<file path="src/sv/ctlex_pkg.sv">
package ctlex_pkg;

    // token kinds
    localparam logic [3:0] KIND_EOF     = 4'd0;
    localparam logic [3:0] KIND_INT     = 4'd1;
    localparam logic [3:0] KIND_RETURN  = 4'd2;
    localparam logic [3:0] KIND_IDENT   = 4'd3;
    localparam logic [3:0] KIND_INTEGER = 4'd4;
    localparam logic [3:0] KIND_LPAREN  = 4'd5;
    localparam logic [3:0] KIND_RPAREN  = 4'd6;
    localparam logic [3:0] KIND_LBRACE  = 4'd7;
    localparam logic [3:0] KIND_RBRACE  = 4'd8;
    localparam logic [3:0] KIND_SEMI    = 4'd9;
    localparam logic [3:0] KIND_ERROR   = 4'd10;

    // character codes
    localparam logic [7:0] CH_NUL    = 8'h00;
    localparam logic [7:0] CH_TAB    = 8'h09;
    localparam logic [7:0] CH_LF     = 8'h0A;
    localparam logic [7:0] CH_VT     = 8'h0B;
    localparam logic [7:0] CH_FF     = 8'h0C;
    localparam logic [7:0] CH_CR     = 8'h0D;
    localparam logic [7:0] CH_SPACE  = 8'h20;
    localparam logic [7:0] CH_LPAREN = 8'h28;
    localparam logic [7:0] CH_RPAREN = 8'h29;
    localparam logic [7:0] CH_SLASH  = 8'h2F;
    localparam logic [7:0] CH_0      = 8'h30;
    localparam logic [7:0] CH_9      = 8'h39;
    localparam logic [7:0] CH_SEMI   = 8'h3B;
    localparam logic [7:0] CH_UP_A   = 8'h41;
    localparam logic [7:0] CH_UP_Z   = 8'h5A;
    localparam logic [7:0] CH_UNDER  = 8'h5F;
    localparam logic [7:0] CH_LO_A   = 8'h61;
    localparam logic [7:0] CH_LO_Z   = 8'h7A;
    localparam logic [7:0] CH_LBRACE = 8'h7B;
    localparam logic [7:0] CH_RBRACE = 8'h7D;
    localparam logic [7:0] CH_E      = 8'h65;
    localparam logic [7:0] CH_I      = 8'h69;
    localparam logic [7:0] CH_N      = 8'h6E;
    localparam logic [7:0] CH_R      = 8'h72;
    localparam logic [7:0] CH_T      = 8'h74;
    localparam logic [7:0] CH_U      = 8'h75;

    // token queue geometry
    localparam int TQ_DEPTH = 4;
    localparam int TQ_AW    = $clog2(TQ_DEPTH);
    localparam int TQ_CW    = $clog2(TQ_DEPTH + 1);

    // scan modes, one-hot
    typedef enum logic [4:0] {
        MODE_IDLE    = 5'b00001,
        MODE_IDENT   = 5'b00010,
        MODE_NUMBER  = 5'b00100,
        MODE_SLASH   = 5'b01000,
        MODE_COMMENT = 5'b10000
    } t_mode;

    typedef struct packed {
        logic [3:0]  kind;
        logic [15:0] line;
        logic [15:0] col;
        logic [15:0] len;
        logic        last;
    } t_token;

    // tokens produced by one character
    typedef struct packed {
        logic [1:0] cnt;
        t_token     tok0;
        t_token     tok1;
    } t_emit;

    function automatic logic is_letter(input logic [7:0] c);
        return (c inside {[CH_LO_A:CH_LO_Z], [CH_UP_A:CH_UP_Z], CH_UNDER});
    endfunction

    function automatic logic num_char(input logic [7:0] c);
        return (c inside {[CH_0:CH_9]});
    endfunction

    function automatic logic ws_char(input logic [7:0] c);
        return (c inside {CH_SPACE, CH_TAB, CH_LF, CH_VT, CH_FF, CH_CR});
    endfunction

    // kind of a single-character token
    function automatic logic [3:0] punct_kind(input logic [7:0] c);
        logic [3:0] k;
        case (c)
            CH_LPAREN: k = KIND_LPAREN;
            CH_RPAREN: k = KIND_RPAREN;
            CH_LBRACE: k = KIND_LBRACE;
            CH_RBRACE: k = KIND_RBRACE;
            CH_SEMI:   k = KIND_SEMI;
            default:   k = KIND_ERROR;
        endcase
        return k;
    endfunction

    // bit 0: c matches "int" at pos, bit 1: c matches "return" at pos
    function automatic logic [1:0] kw_match(input logic [7:0] c, input logic [2:0] pos);
        logic int_ok;
        logic ret_ok;
        case (pos)
            3'd0: begin
                int_ok = (c == CH_I);
                ret_ok = (c == CH_R);
            end
            3'd1: begin
                int_ok = (c == CH_N);
                ret_ok = (c == CH_E);
            end
            3'd2: begin
                int_ok = (c == CH_T);
                ret_ok = (c == CH_T);
            end
            3'd3: begin
                int_ok = 1'b0;
                ret_ok = (c == CH_U);
            end
            3'd4: begin
                int_ok = 1'b0;
                ret_ok = (c == CH_R);
            end
            3'd5: begin
                int_ok = 1'b0;
                ret_ok = (c == CH_N);
            end
            default: begin
                int_ok = 1'b0;
                ret_ok = 1'b0;
            end
        endcase
        return {ret_ok, int_ok};
    endfunction

endpackage

</file>
<file path="src/sv/ctlex_scan.sv">
module ctlex_scan #(
    parameter int CW = 16
) (
    input  logic              i_clk,
    input  logic              i_rst_n,
    input  logic              i_fire,
    input  logic [7:0]        i_char,
    output ctlex_pkg::t_emit  o_emit
);
    import ctlex_pkg::*;

    localparam logic [CW-1:0] ONE = CW'(1);

    t_mode         r_mode,  n_mode;
    logic [CW-1:0] r_line,  n_line;
    logic [CW-1:0] r_col,   n_col;
    logic [CW-1:0] r_sline, n_sline;
    logic [CW-1:0] r_scol,  n_scol;
    logic [CW-1:0] r_run,   n_run;
    logic [1:0]    r_flags, n_flags;

    t_token tok_a;
    t_token tok_b;
    logic   a_v;
    logic   b_v;
    logic   rescan;
    logic [1:0] kw_cur;

    function automatic logic [CW-1:0] sat_inc(input logic [CW-1:0] v);
        return (&v) ? v : v + ONE;
    endfunction

    function automatic logic [15:0] clamp16(input logic [CW-1:0] v);
        logic [31:0] w;
        w = 32'(v);
        return (|w[31:16]) ? 16'hFFFF : w[15:0];
    endfunction

    function automatic t_token mk_tok(input logic [3:0] k, input logic [CW-1:0] ln,
                                      input logic [CW-1:0] cl, input logic [CW-1:0] lg);
        t_token t;
        t.kind = k;
        t.line = clamp16(ln);
        t.col  = clamp16(cl);
        t.len  = clamp16(lg);
        t.last = 1'b0;
        return t;
    endfunction

    // keyword match of the incoming character at the current run position
    assign kw_cur = (r_run < CW'(6)) ? kw_match(i_char, r_run[2:0]) : 2'b00;

    // next state and tokens for one character
    always_comb begin
        n_mode  = r_mode;
        n_line  = r_line;
        n_col   = r_col;
        n_sline = r_sline;
        n_scol  = r_scol;
        n_run   = r_run;
        n_flags = r_flags;
        tok_a   = mk_tok(KIND_EOF, r_line, r_col, '0);
        tok_b   = tok_a;
        a_v     = 1'b0;
        b_v     = 1'b0;
        rescan  = 1'b0;

        // finish or extend the run in progress
        case (r_mode)
            MODE_IDENT: begin
                if (is_letter(i_char) || num_char(i_char)) begin
                    n_flags = r_flags & kw_cur;
                    n_run   = sat_inc(r_run);
                    n_col   = sat_inc(r_col);
                end else begin
                    a_v = 1'b1;
                    if (r_run == CW'(3) && r_flags[0]) begin
                        tok_a = mk_tok(KIND_INT, r_sline, r_scol, r_run);
                    end else if (r_run == CW'(6) && r_flags[1]) begin
                        tok_a = mk_tok(KIND_RETURN, r_sline, r_scol, r_run);
                    end else begin
                        tok_a = mk_tok(KIND_IDENT, r_sline, r_scol, r_run);
                    end
                    n_mode = MODE_IDLE;
                    rescan = 1'b1;
                end
            end
            MODE_NUMBER: begin
                if (num_char(i_char)) begin
                    n_run = sat_inc(r_run);
                    n_col = sat_inc(r_col);
                end else begin
                    a_v    = 1'b1;
                    tok_a  = mk_tok(KIND_INTEGER, r_sline, r_scol, r_run);
                    n_mode = MODE_IDLE;
                    rescan = 1'b1;
                end
            end
            MODE_SLASH: begin
                if (i_char == CH_SLASH) begin
                    n_col  = sat_inc(r_col);
                    n_mode = MODE_COMMENT;
                end else begin
                    a_v    = 1'b1;
                    tok_a  = mk_tok(KIND_ERROR, r_sline, r_scol, ONE);
                    n_mode = MODE_IDLE;
                    rescan = 1'b1;
                end
            end
            MODE_COMMENT: begin
                if (i_char == CH_NUL || i_char == CH_LF) begin
                    n_mode = MODE_IDLE;
                    rescan = 1'b1;
                end else begin
                    n_col = sat_inc(r_col);
                end
            end
            default: begin
                n_mode = MODE_IDLE;
                rescan = 1'b1;
            end
        endcase

        // scan the character from idle
        if (rescan) begin
            if (i_char == CH_NUL) begin
                b_v     = 1'b1;
                tok_b   = mk_tok(KIND_EOF, r_line, r_col, '0);
                n_mode  = MODE_IDLE;
                n_line  = ONE;
                n_col   = ONE;
                n_sline = ONE;
                n_scol  = ONE;
                n_run   = '0;
                n_flags = 2'b00;
            end else if (ws_char(i_char)) begin
                if (i_char == CH_LF) begin
                    n_line = sat_inc(r_line);
                    n_col  = ONE;
                end else begin
                    n_col = sat_inc(r_col);
                end
            end else if (i_char == CH_SLASH) begin
                n_sline = r_line;
                n_scol  = r_col;
                n_col   = sat_inc(r_col);
                n_mode  = MODE_SLASH;
            end else if (is_letter(i_char) || num_char(i_char)) begin
                n_flags = is_letter(i_char) ? kw_match(i_char, 3'd0) : 2'b00;
                n_sline = r_line;
                n_scol  = r_col;
                n_run   = ONE;
                n_col   = sat_inc(r_col);
                n_mode  = is_letter(i_char) ? MODE_IDENT : MODE_NUMBER;
            end else begin
                b_v   = 1'b1;
                tok_b = mk_tok(punct_kind(i_char), r_line, r_col, ONE);
                n_col = sat_inc(r_col);
            end
        end
    end

    // pack the tokens in order, last flag on the final one
    always_comb begin
        o_emit.cnt       = i_fire ? 2'({1'b0, a_v} + {1'b0, b_v}) : 2'd0;
        o_emit.tok0      = a_v ? tok_a : tok_b;
        o_emit.tok0.last = !(a_v && b_v);
        o_emit.tok1      = tok_b;
        o_emit.tok1.last = 1'b1;
    end

    // scan state
    always_ff @(posedge i_clk) begin
        if (!i_rst_n) begin
            r_mode  <= MODE_IDLE;
            r_line  <= ONE;
            r_col   <= ONE;
            r_sline <= ONE;
            r_scol  <= ONE;
            r_run   <= '0;
            r_flags <= 2'b00;
        end else if (i_fire) begin
            r_mode  <= n_mode;
            r_line  <= n_line;
            r_col   <= n_col;
            r_sline <= n_sline;
            r_scol  <= n_scol;
            r_run   <= n_run;
            r_flags <= n_flags;
        end
    end

endmodule

</file>
<file path="src/sv/ctlex_tok_fifo.sv">
module ctlex_tok_fifo (
    input  logic              i_clk,
    input  logic              i_rst_n,
    input  ctlex_pkg::t_emit  i_emit,
    output logic              o_room,
    output logic              o_valid,
    input  logic              i_ready,
    output ctlex_pkg::t_token o_tok
);
    import ctlex_pkg::*;

    t_token            r_mem [TQ_DEPTH];
    logic [TQ_AW-1:0]  r_wr;
    logic [TQ_AW-1:0]  r_rd;
    logic [TQ_CW-1:0]  r_count;
    logic [TQ_AW-1:0]  wr_next;
    logic              pop;

    // room for the two tokens a character may produce
    assign o_room  = (r_count <= TQ_CW'(TQ_DEPTH - 2));
    assign o_valid = (r_count != '0);
    assign o_tok   = r_mem[r_rd];
    assign pop     = o_valid && i_ready;
    assign wr_next = r_wr + TQ_AW'(1);

    // token storage
    always_ff @(posedge i_clk) begin
        if (i_emit.cnt != 2'd0) begin
            r_mem[r_wr] <= i_emit.tok0;
        end
        if (i_emit.cnt == 2'd2) begin
            r_mem[wr_next] <= i_emit.tok1;
        end
    end

    // pointers and fill count
    always_ff @(posedge i_clk) begin
        if (!i_rst_n) begin
            r_wr    <= '0;
            r_rd    <= '0;
            r_count <= '0;
        end else begin
            r_wr    <= r_wr + TQ_AW'(i_emit.cnt);
            r_rd    <= r_rd + TQ_AW'(pop);
            r_count <= TQ_CW'(r_count + TQ_CW'(i_emit.cnt) - TQ_CW'(pop));
        end
    end

`ifndef SYNTHESIS
    a_count_bound: assert property (@(posedge i_clk) disable iff (!i_rst_n)
        r_count <= TQ_CW'(TQ_DEPTH))
        else $error("token queue count above depth");

    a_no_overflow: assert property (@(posedge i_clk) disable iff (!i_rst_n)
        (i_emit.cnt != 2'd0) |-> (r_count <= TQ_CW'(TQ_DEPTH - 2)))
        else $error("token push without room");

    a_pop_drains: assert property (@(posedge i_clk) disable iff (!i_rst_n)
        (pop && i_emit.cnt == 2'd0) |=> (r_count == TQ_CW'($past(r_count) - 1'b1)))
        else $error("token queue count did not drop after pop");
`endif

endmodule

</file>
<file path="src/sv/c_subset_token_lexer_top.sv">
// channel   dir  tdata                          tuser  tlast
// s (char)  in   [7:0] char_code                -      -
// m (token) out  [3:0] token_kind, [19:4] line,  -      last_of_run
//                [35:20] col, [51:36] len
//
// one character is taken per cycle while the queue has room; each beat passes an
// input register and then a four-entry token queue on its way to the output
// between two chars that yield two tokens there is always one that yields none,
// so with the output ready the queue never lacks room and the input never stalls
// reset is synchronous and active low; it returns the scan to line 1 col 1
// a stall on the output fills the queue and then backs up into the input
module c_subset_token_lexer_top #(
    parameter int COUNT_WIDTH = 16
) (
    input  logic        i_clk,
    input  logic        i_rst_n,
    input  logic        i_s_tvalid,
    output logic        o_s_tready,
    input  logic [7:0]  i_s_tdata,   // [7:0] char_code
    output logic        o_m_tvalid,
    input  logic        i_m_tready,
    output logic [55:0] o_m_tdata,   // kind, line, col, len, zero pad
    output logic        o_m_tlast
);
    import ctlex_pkg::*;

    logic       r_in_valid;
    logic [7:0] r_in_char;
    logic       fire;
    logic       room;
    t_emit      emit;
    t_token     tok;

    assign fire       = r_in_valid && room;
    assign o_s_tready = !r_in_valid || fire;

    // input register
    always_ff @(posedge i_clk) begin
        if (!i_rst_n) begin
            r_in_valid <= 1'b0;
        end else if (o_s_tready) begin
            r_in_valid <= i_s_tvalid;
        end
    end

    always_ff @(posedge i_clk) begin
        if (o_s_tready && i_s_tvalid) begin
            r_in_char <= i_s_tdata;
        end
    end

    ctlex_scan #(
        .CW (COUNT_WIDTH)
    ) u_scan (
        .i_clk   (i_clk),
        .i_rst_n (i_rst_n),
        .i_fire  (fire),
        .i_char  (r_in_char),
        .o_emit  (emit)
    );

    ctlex_tok_fifo u_fifo (
        .i_clk   (i_clk),
        .i_rst_n (i_rst_n),
        .i_emit  (emit),
        .o_room  (room),
        .o_valid (o_m_tvalid),
        .i_ready (i_m_tready),
        .o_tok   (tok)
    );

    // output beat packing
    assign o_m_tdata = {4'b0000, tok.len, tok.col, tok.line, tok.kind};
    assign o_m_tlast = tok.last;

endmodule
</file>
<file path="config.mk">
export PLATFORM = sky130hd
export DESIGN_NAME = c_subset_token_lexer_top
export DESIGN_NICKNAME = d
export VERILOG_FILES = /design/src/sv/ctlex_pkg.sv /design/src/sv/ctlex_scan.sv /design/src/sv/ctlex_tok_fifo.sv /design/src/sv/c_subset_token_lexer_top.sv
export SDC_FILE = /design/constraint.sdc
export NUM_CORES = 1
export LEC_CHECK = 0
export BUFFER_PORTS_ARGS = -buffer_cell sky130_fd_sc_hd__buf_2
export CORE_MARGIN = 10
export CORE_UTILIZATION = 45
export CTS_BUF_LIST = sky130_fd_sc_hd__clkbuf_4
export CTS_CLUSTER_SIZE = 14
export DETAILED_ROUTE_END_ITERATION = 6
export PLACE_DENSITY_LB_ADDON = 0.2
export RECOVER_POWER = 50
export SETUP_SLACK_MARGIN = 0.02
export SYNTH_ARGS = -nofsm -noshare
export SYNTH_HDL_FRONTEND = slang
export SYNTH_SLANG_ARGS = --single-unit
</file>
<file path="constraint.sdc">
create_clock -name i_clk -period 6.3 [get_ports i_clk]
set_input_delay 0.63 -clock i_clk [delete_from_list [all_inputs] [get_ports i_clk]]
set_output_delay 0.63 -clock i_clk [all_outputs]
set_load 0.02 [all_outputs]
</file>
==> impl_metrics.json <==
{
  "hold_depth": 3,
  "setup_ws_ps": 847,
  "place.gp.congestion": 0.937,
  "synthDominantCellAreaShare": 0.310,
  "cp.arrival_ps": 5780,
  "criticalPathCategory": "flop to flop",
  "path_clk_slew_ps": 60,
  "synthTopCellsByArea": "edfxtp_1 (31%), dfxtp_1 (21%), a22o_1 (11%)",
  "yosysMostFrequentCell": "a22o_1",
  "cts_buffer_depth": 3,
  "die_h_um": 203,
  "fillers": 3131,
  "dr.pass1.iters": 6,
  "slew_headroom": -1.24,
  "ant_nets": 0,
  "ys_seq_elements": 315,
  "seq_area_frac_synth": 0.520,
  "grt_start_max_net_pins": 76,
  "vias_per_cell": 6.18,
  "track_usage": 0.203,
  "violations": "capacitance limit, slew limit",
  "end_kind": "flop",
  "p_leak_uw": 0.00564,
  "syn2layout_area_growth_pct": 11.0,
  "worst-r2r-setup-slack_ps": 850,
  "htree_levels": 3,
  "cts_root_buf": "clkbuf_4",
  "clock_skew_ps": 60.4,
  "wire_per_inst_um": 22.6,
  "rr_worst_depth": 13,
  "muxShareOfSynthArea": 0.0796,
  "rsz0062_at_grt": "no",
  "antenna_found_initial": 1,
  "fin_setup_tns_ps": 0,
  "syn_inst": 1307,
  "finalSetupViolCount": 0,
  "synthArstFlopShare": 0,
  "port_buffers": 66,
  "vdd_drop_max_mv": 0.161,
  "post-dp-hpwl_mm": 25.8,
  "whs_endpoint": "r_in_valid",
  "synthAdderAreaFrac": 0.0104,
  "dp_slack_ps": 1410,
  "swShare": 0.299,
  "overflow": 0,
  "grt_pass1_wl_mm": 66.7,
  "crit_required_ps": 6630,
  "synth.avg_cell_area_um2": 11.6,
  "drv_cap": 3,
  "min_period_ps": 5450,
  "cts_tree": "done",
  "p_seq_frac": 0.457,
  "dieWidth_um": 203,
  "drc_errors": 0,
  "worst_slew_pin_slew_ps": 3360,
  "synth-main-ff-cell": "dfxtp_1",
  "post-cts-setup-buffer-count": 0,
  "synthXorXnorAreaFrac": 0.0185,
  "r2r_end": "u_fifo.r_mem[0][31]",
  "fmax_mhz": 183,
  "core_um2": 33400,
  "clk_latency_ps": 760,
  "crit_path_start_kind": "flop",
  "synth_edf_count": 156,
  "dieArea_um2": 41300,
  "synthTopCellsByCount": "a22o_1 (190), dfxtp_1 (159), edfxtp_1 (156)",
  "yosys.area_share.simple": 0.121,
  "start_util": 0.453,
  "yosys.area.top_type": "edfxtp_1",
  "syn-cell-area_um2": 15100,
  "cp_max_fo": 17,
  "fin_nets": 1385,
  "drive_gt1_frac": 0.180,
  "switchingPower_uw": 1540,
  "r2r_start": "r_in_char[4]",
  "multi_input_area_um2": 6530,
  "drt_iter0_drc": 1175,
  "p_comb_frac": 0.172,
  "yosysWarnings": 0,
  "cts_made_buffers": 85,
  "grt_pass1_vias": 11400,
  "rows": 67,
  "hp-start": "i_s_tvalid",
  "internal-power_uw": 3600,
  "synth_top_family_by_area": "compound AO/OA/AOI/OAI gates",
  "cts.sinks": 315,
  "area.sequential_um2": 7870,
  "io_pins": 71,
  "clockPowerShare": 0.371,
  "synth_compound_area_frac": 0.203,
  "routed_wl_mm": 42.5,
  "drv_slew": 132,
  "p_per_area_nw_per_um2": 306,
  "hold_viol": 0,
  "min_path_type": "input pin to flop",
  "status": "finished with violations",
  "yosysUniqueCellTypes": 88,
  "vias": 11600,
  "finalCritPeriodShare": 0.866
}
==> placed cells by master, fill, tap and decap left out, types with 11 or more instances in the layout <==
cell type,instances
dfxtp_1,158
inv_1,21
o21ai_0,21
nor2_1,60
a21oi_1,22
clkinv_1,14
clkbuf_1,63
buf_2,12
ha_1,11
a22o_1,190
a31oi_1,15
edfxtp_1,156
nand2_1,84
mux4_2,53
clkbuf_4,134
nand4_1,36
nand3_1,60
o22ai_1,21
and3_1,17
nor3_1,17
buf_4,23
o32ai_1,32
xor2_1,25
==> critical path: stages (launching register included) <==
cell       delay (ps)
edfxtp_1          590
or4b_1            700
o2111ai_1         570
nand2_1           260
o31a_1            430
and2_0            190
ha_1              430
nor2b_1           230
nand3_1           190
inv_1             100
o21ai_1            90
buf_4             290
inv_1              90
clkbuf_1          860
==> power by group through the flow <==
| stage | Clock (uW) | Sequential (uW) | Combinational, uW |
|---|---|---|---|
| after floorplan | 0 | 2280 | 709 |
| after global placement | 0 | 2390 | 904 |
| after detailed placement | 0 | 2400 | 903 |
| after CTS | 1950 | 2350 | 910 |
| after global routing | 2070 | 2370 | 952 |
| final | 1900 | 2350 | 883 |
==> how the worst max path moves through the flow <==
stage	to	cells past startpoint	slack, ps	from
2_1_floorplan	u_fifo.r_mem[3][1]	16	1810	r_in_char[1]
5_1_grt	u_fifo.r_mem[2][23]	13	490	r_in_char[4]
3_3_place_gp	u_fifo.r_mem[2][27]	13	1610	r_in_char[4]
4_1_cts	u_fifo.r_mem[2][20]	13	1360	r_in_char[4]
3_5_place_dp	u_fifo.r_mem[2][32]	13	1410	r_in_char[4]
6_report	u_fifo.r_mem[0][31]	13	850	r_in_char[4]
==> layout make-up <==
type,instances,area share
clock buffers,134,0.0600
well taps,448,0.0334
diodes,2,0.000298
multi-input cells,830,0.389
flip-flops and latches,315,0.469
clock inverters,23,0.00888
inverters,22,0.00507
repair buffers,107,0.0339
==> metrics by stage <==
step                power, uW  cell area [um2]  std cells  hold WS [ps]   util
global placement         3300            15700       1714           457  0.470
global route             5390            16800       1880           126  0.503
detailed placement       3300            15700       1714           460  0.470
finish                   5130            16800       1881           122  0.503
floorplan                2990            15100       1310           444      -
CTS                      5220            16900       1879          45.5  0.507
==> state kept, by name (all words and copies together) (netlist names) <==
signal / cells
u_fifo.r_mem: 212
u_scan.r_line: 16
u_scan.r_col: 16
r_in_valid: 1
u_scan.r_run: 16
u_fifo.r_count: 3
u_fifo.r_rd: 2
u_fifo.r_wr: 2
r_in_char: 8
u_scan.r_sline: 16
u_scan.r_flags: 2
u_scan.r_scol: 16
u_scan.r_mode: 5
==> repair_timing <==
item / 4_1_cts / 5_1_grt
endpoints found under the setup margin: 0 / 0
hold buffers: 8 / 0
hold endpoints to repair: 8 / 0
resized for setup: 0 / 0
==> per-layer routing <==
metal / up-vias / track usage / wire (um) / share of wire
li1: 5320 / - / - / -
met1: 5764 / 0.269 / 18700 / 0.44
met2: 468 / 0.324 / 20200 / 0.47
met3: 71 / 0.0419 / 2820 / 0.066
met4: 0 / 0.0711 / 815 / 0.019
met5: - / 0 / 0 / 0
==> kinds of logic (layout without fill, tap and decap cells) <==
| family | count (synthesis) | in the layout |
|---|---|---|
| AO/OA/AOI/OAI | 375 | 375 |
| multiplexers | 54 | 54 |
| buffers and inverters | 165 | 286 |
| flip-flops | 315 | 315 |
| adder cells (fa/ha/maj) | 12 | 12 |
| AND/OR/NAND/NOR | 353 | 353 |
| XOR/XNOR | 32 | 32 |
| other | 1 | 6 |
Note: power is estimated with default switching activity, not from simulation.
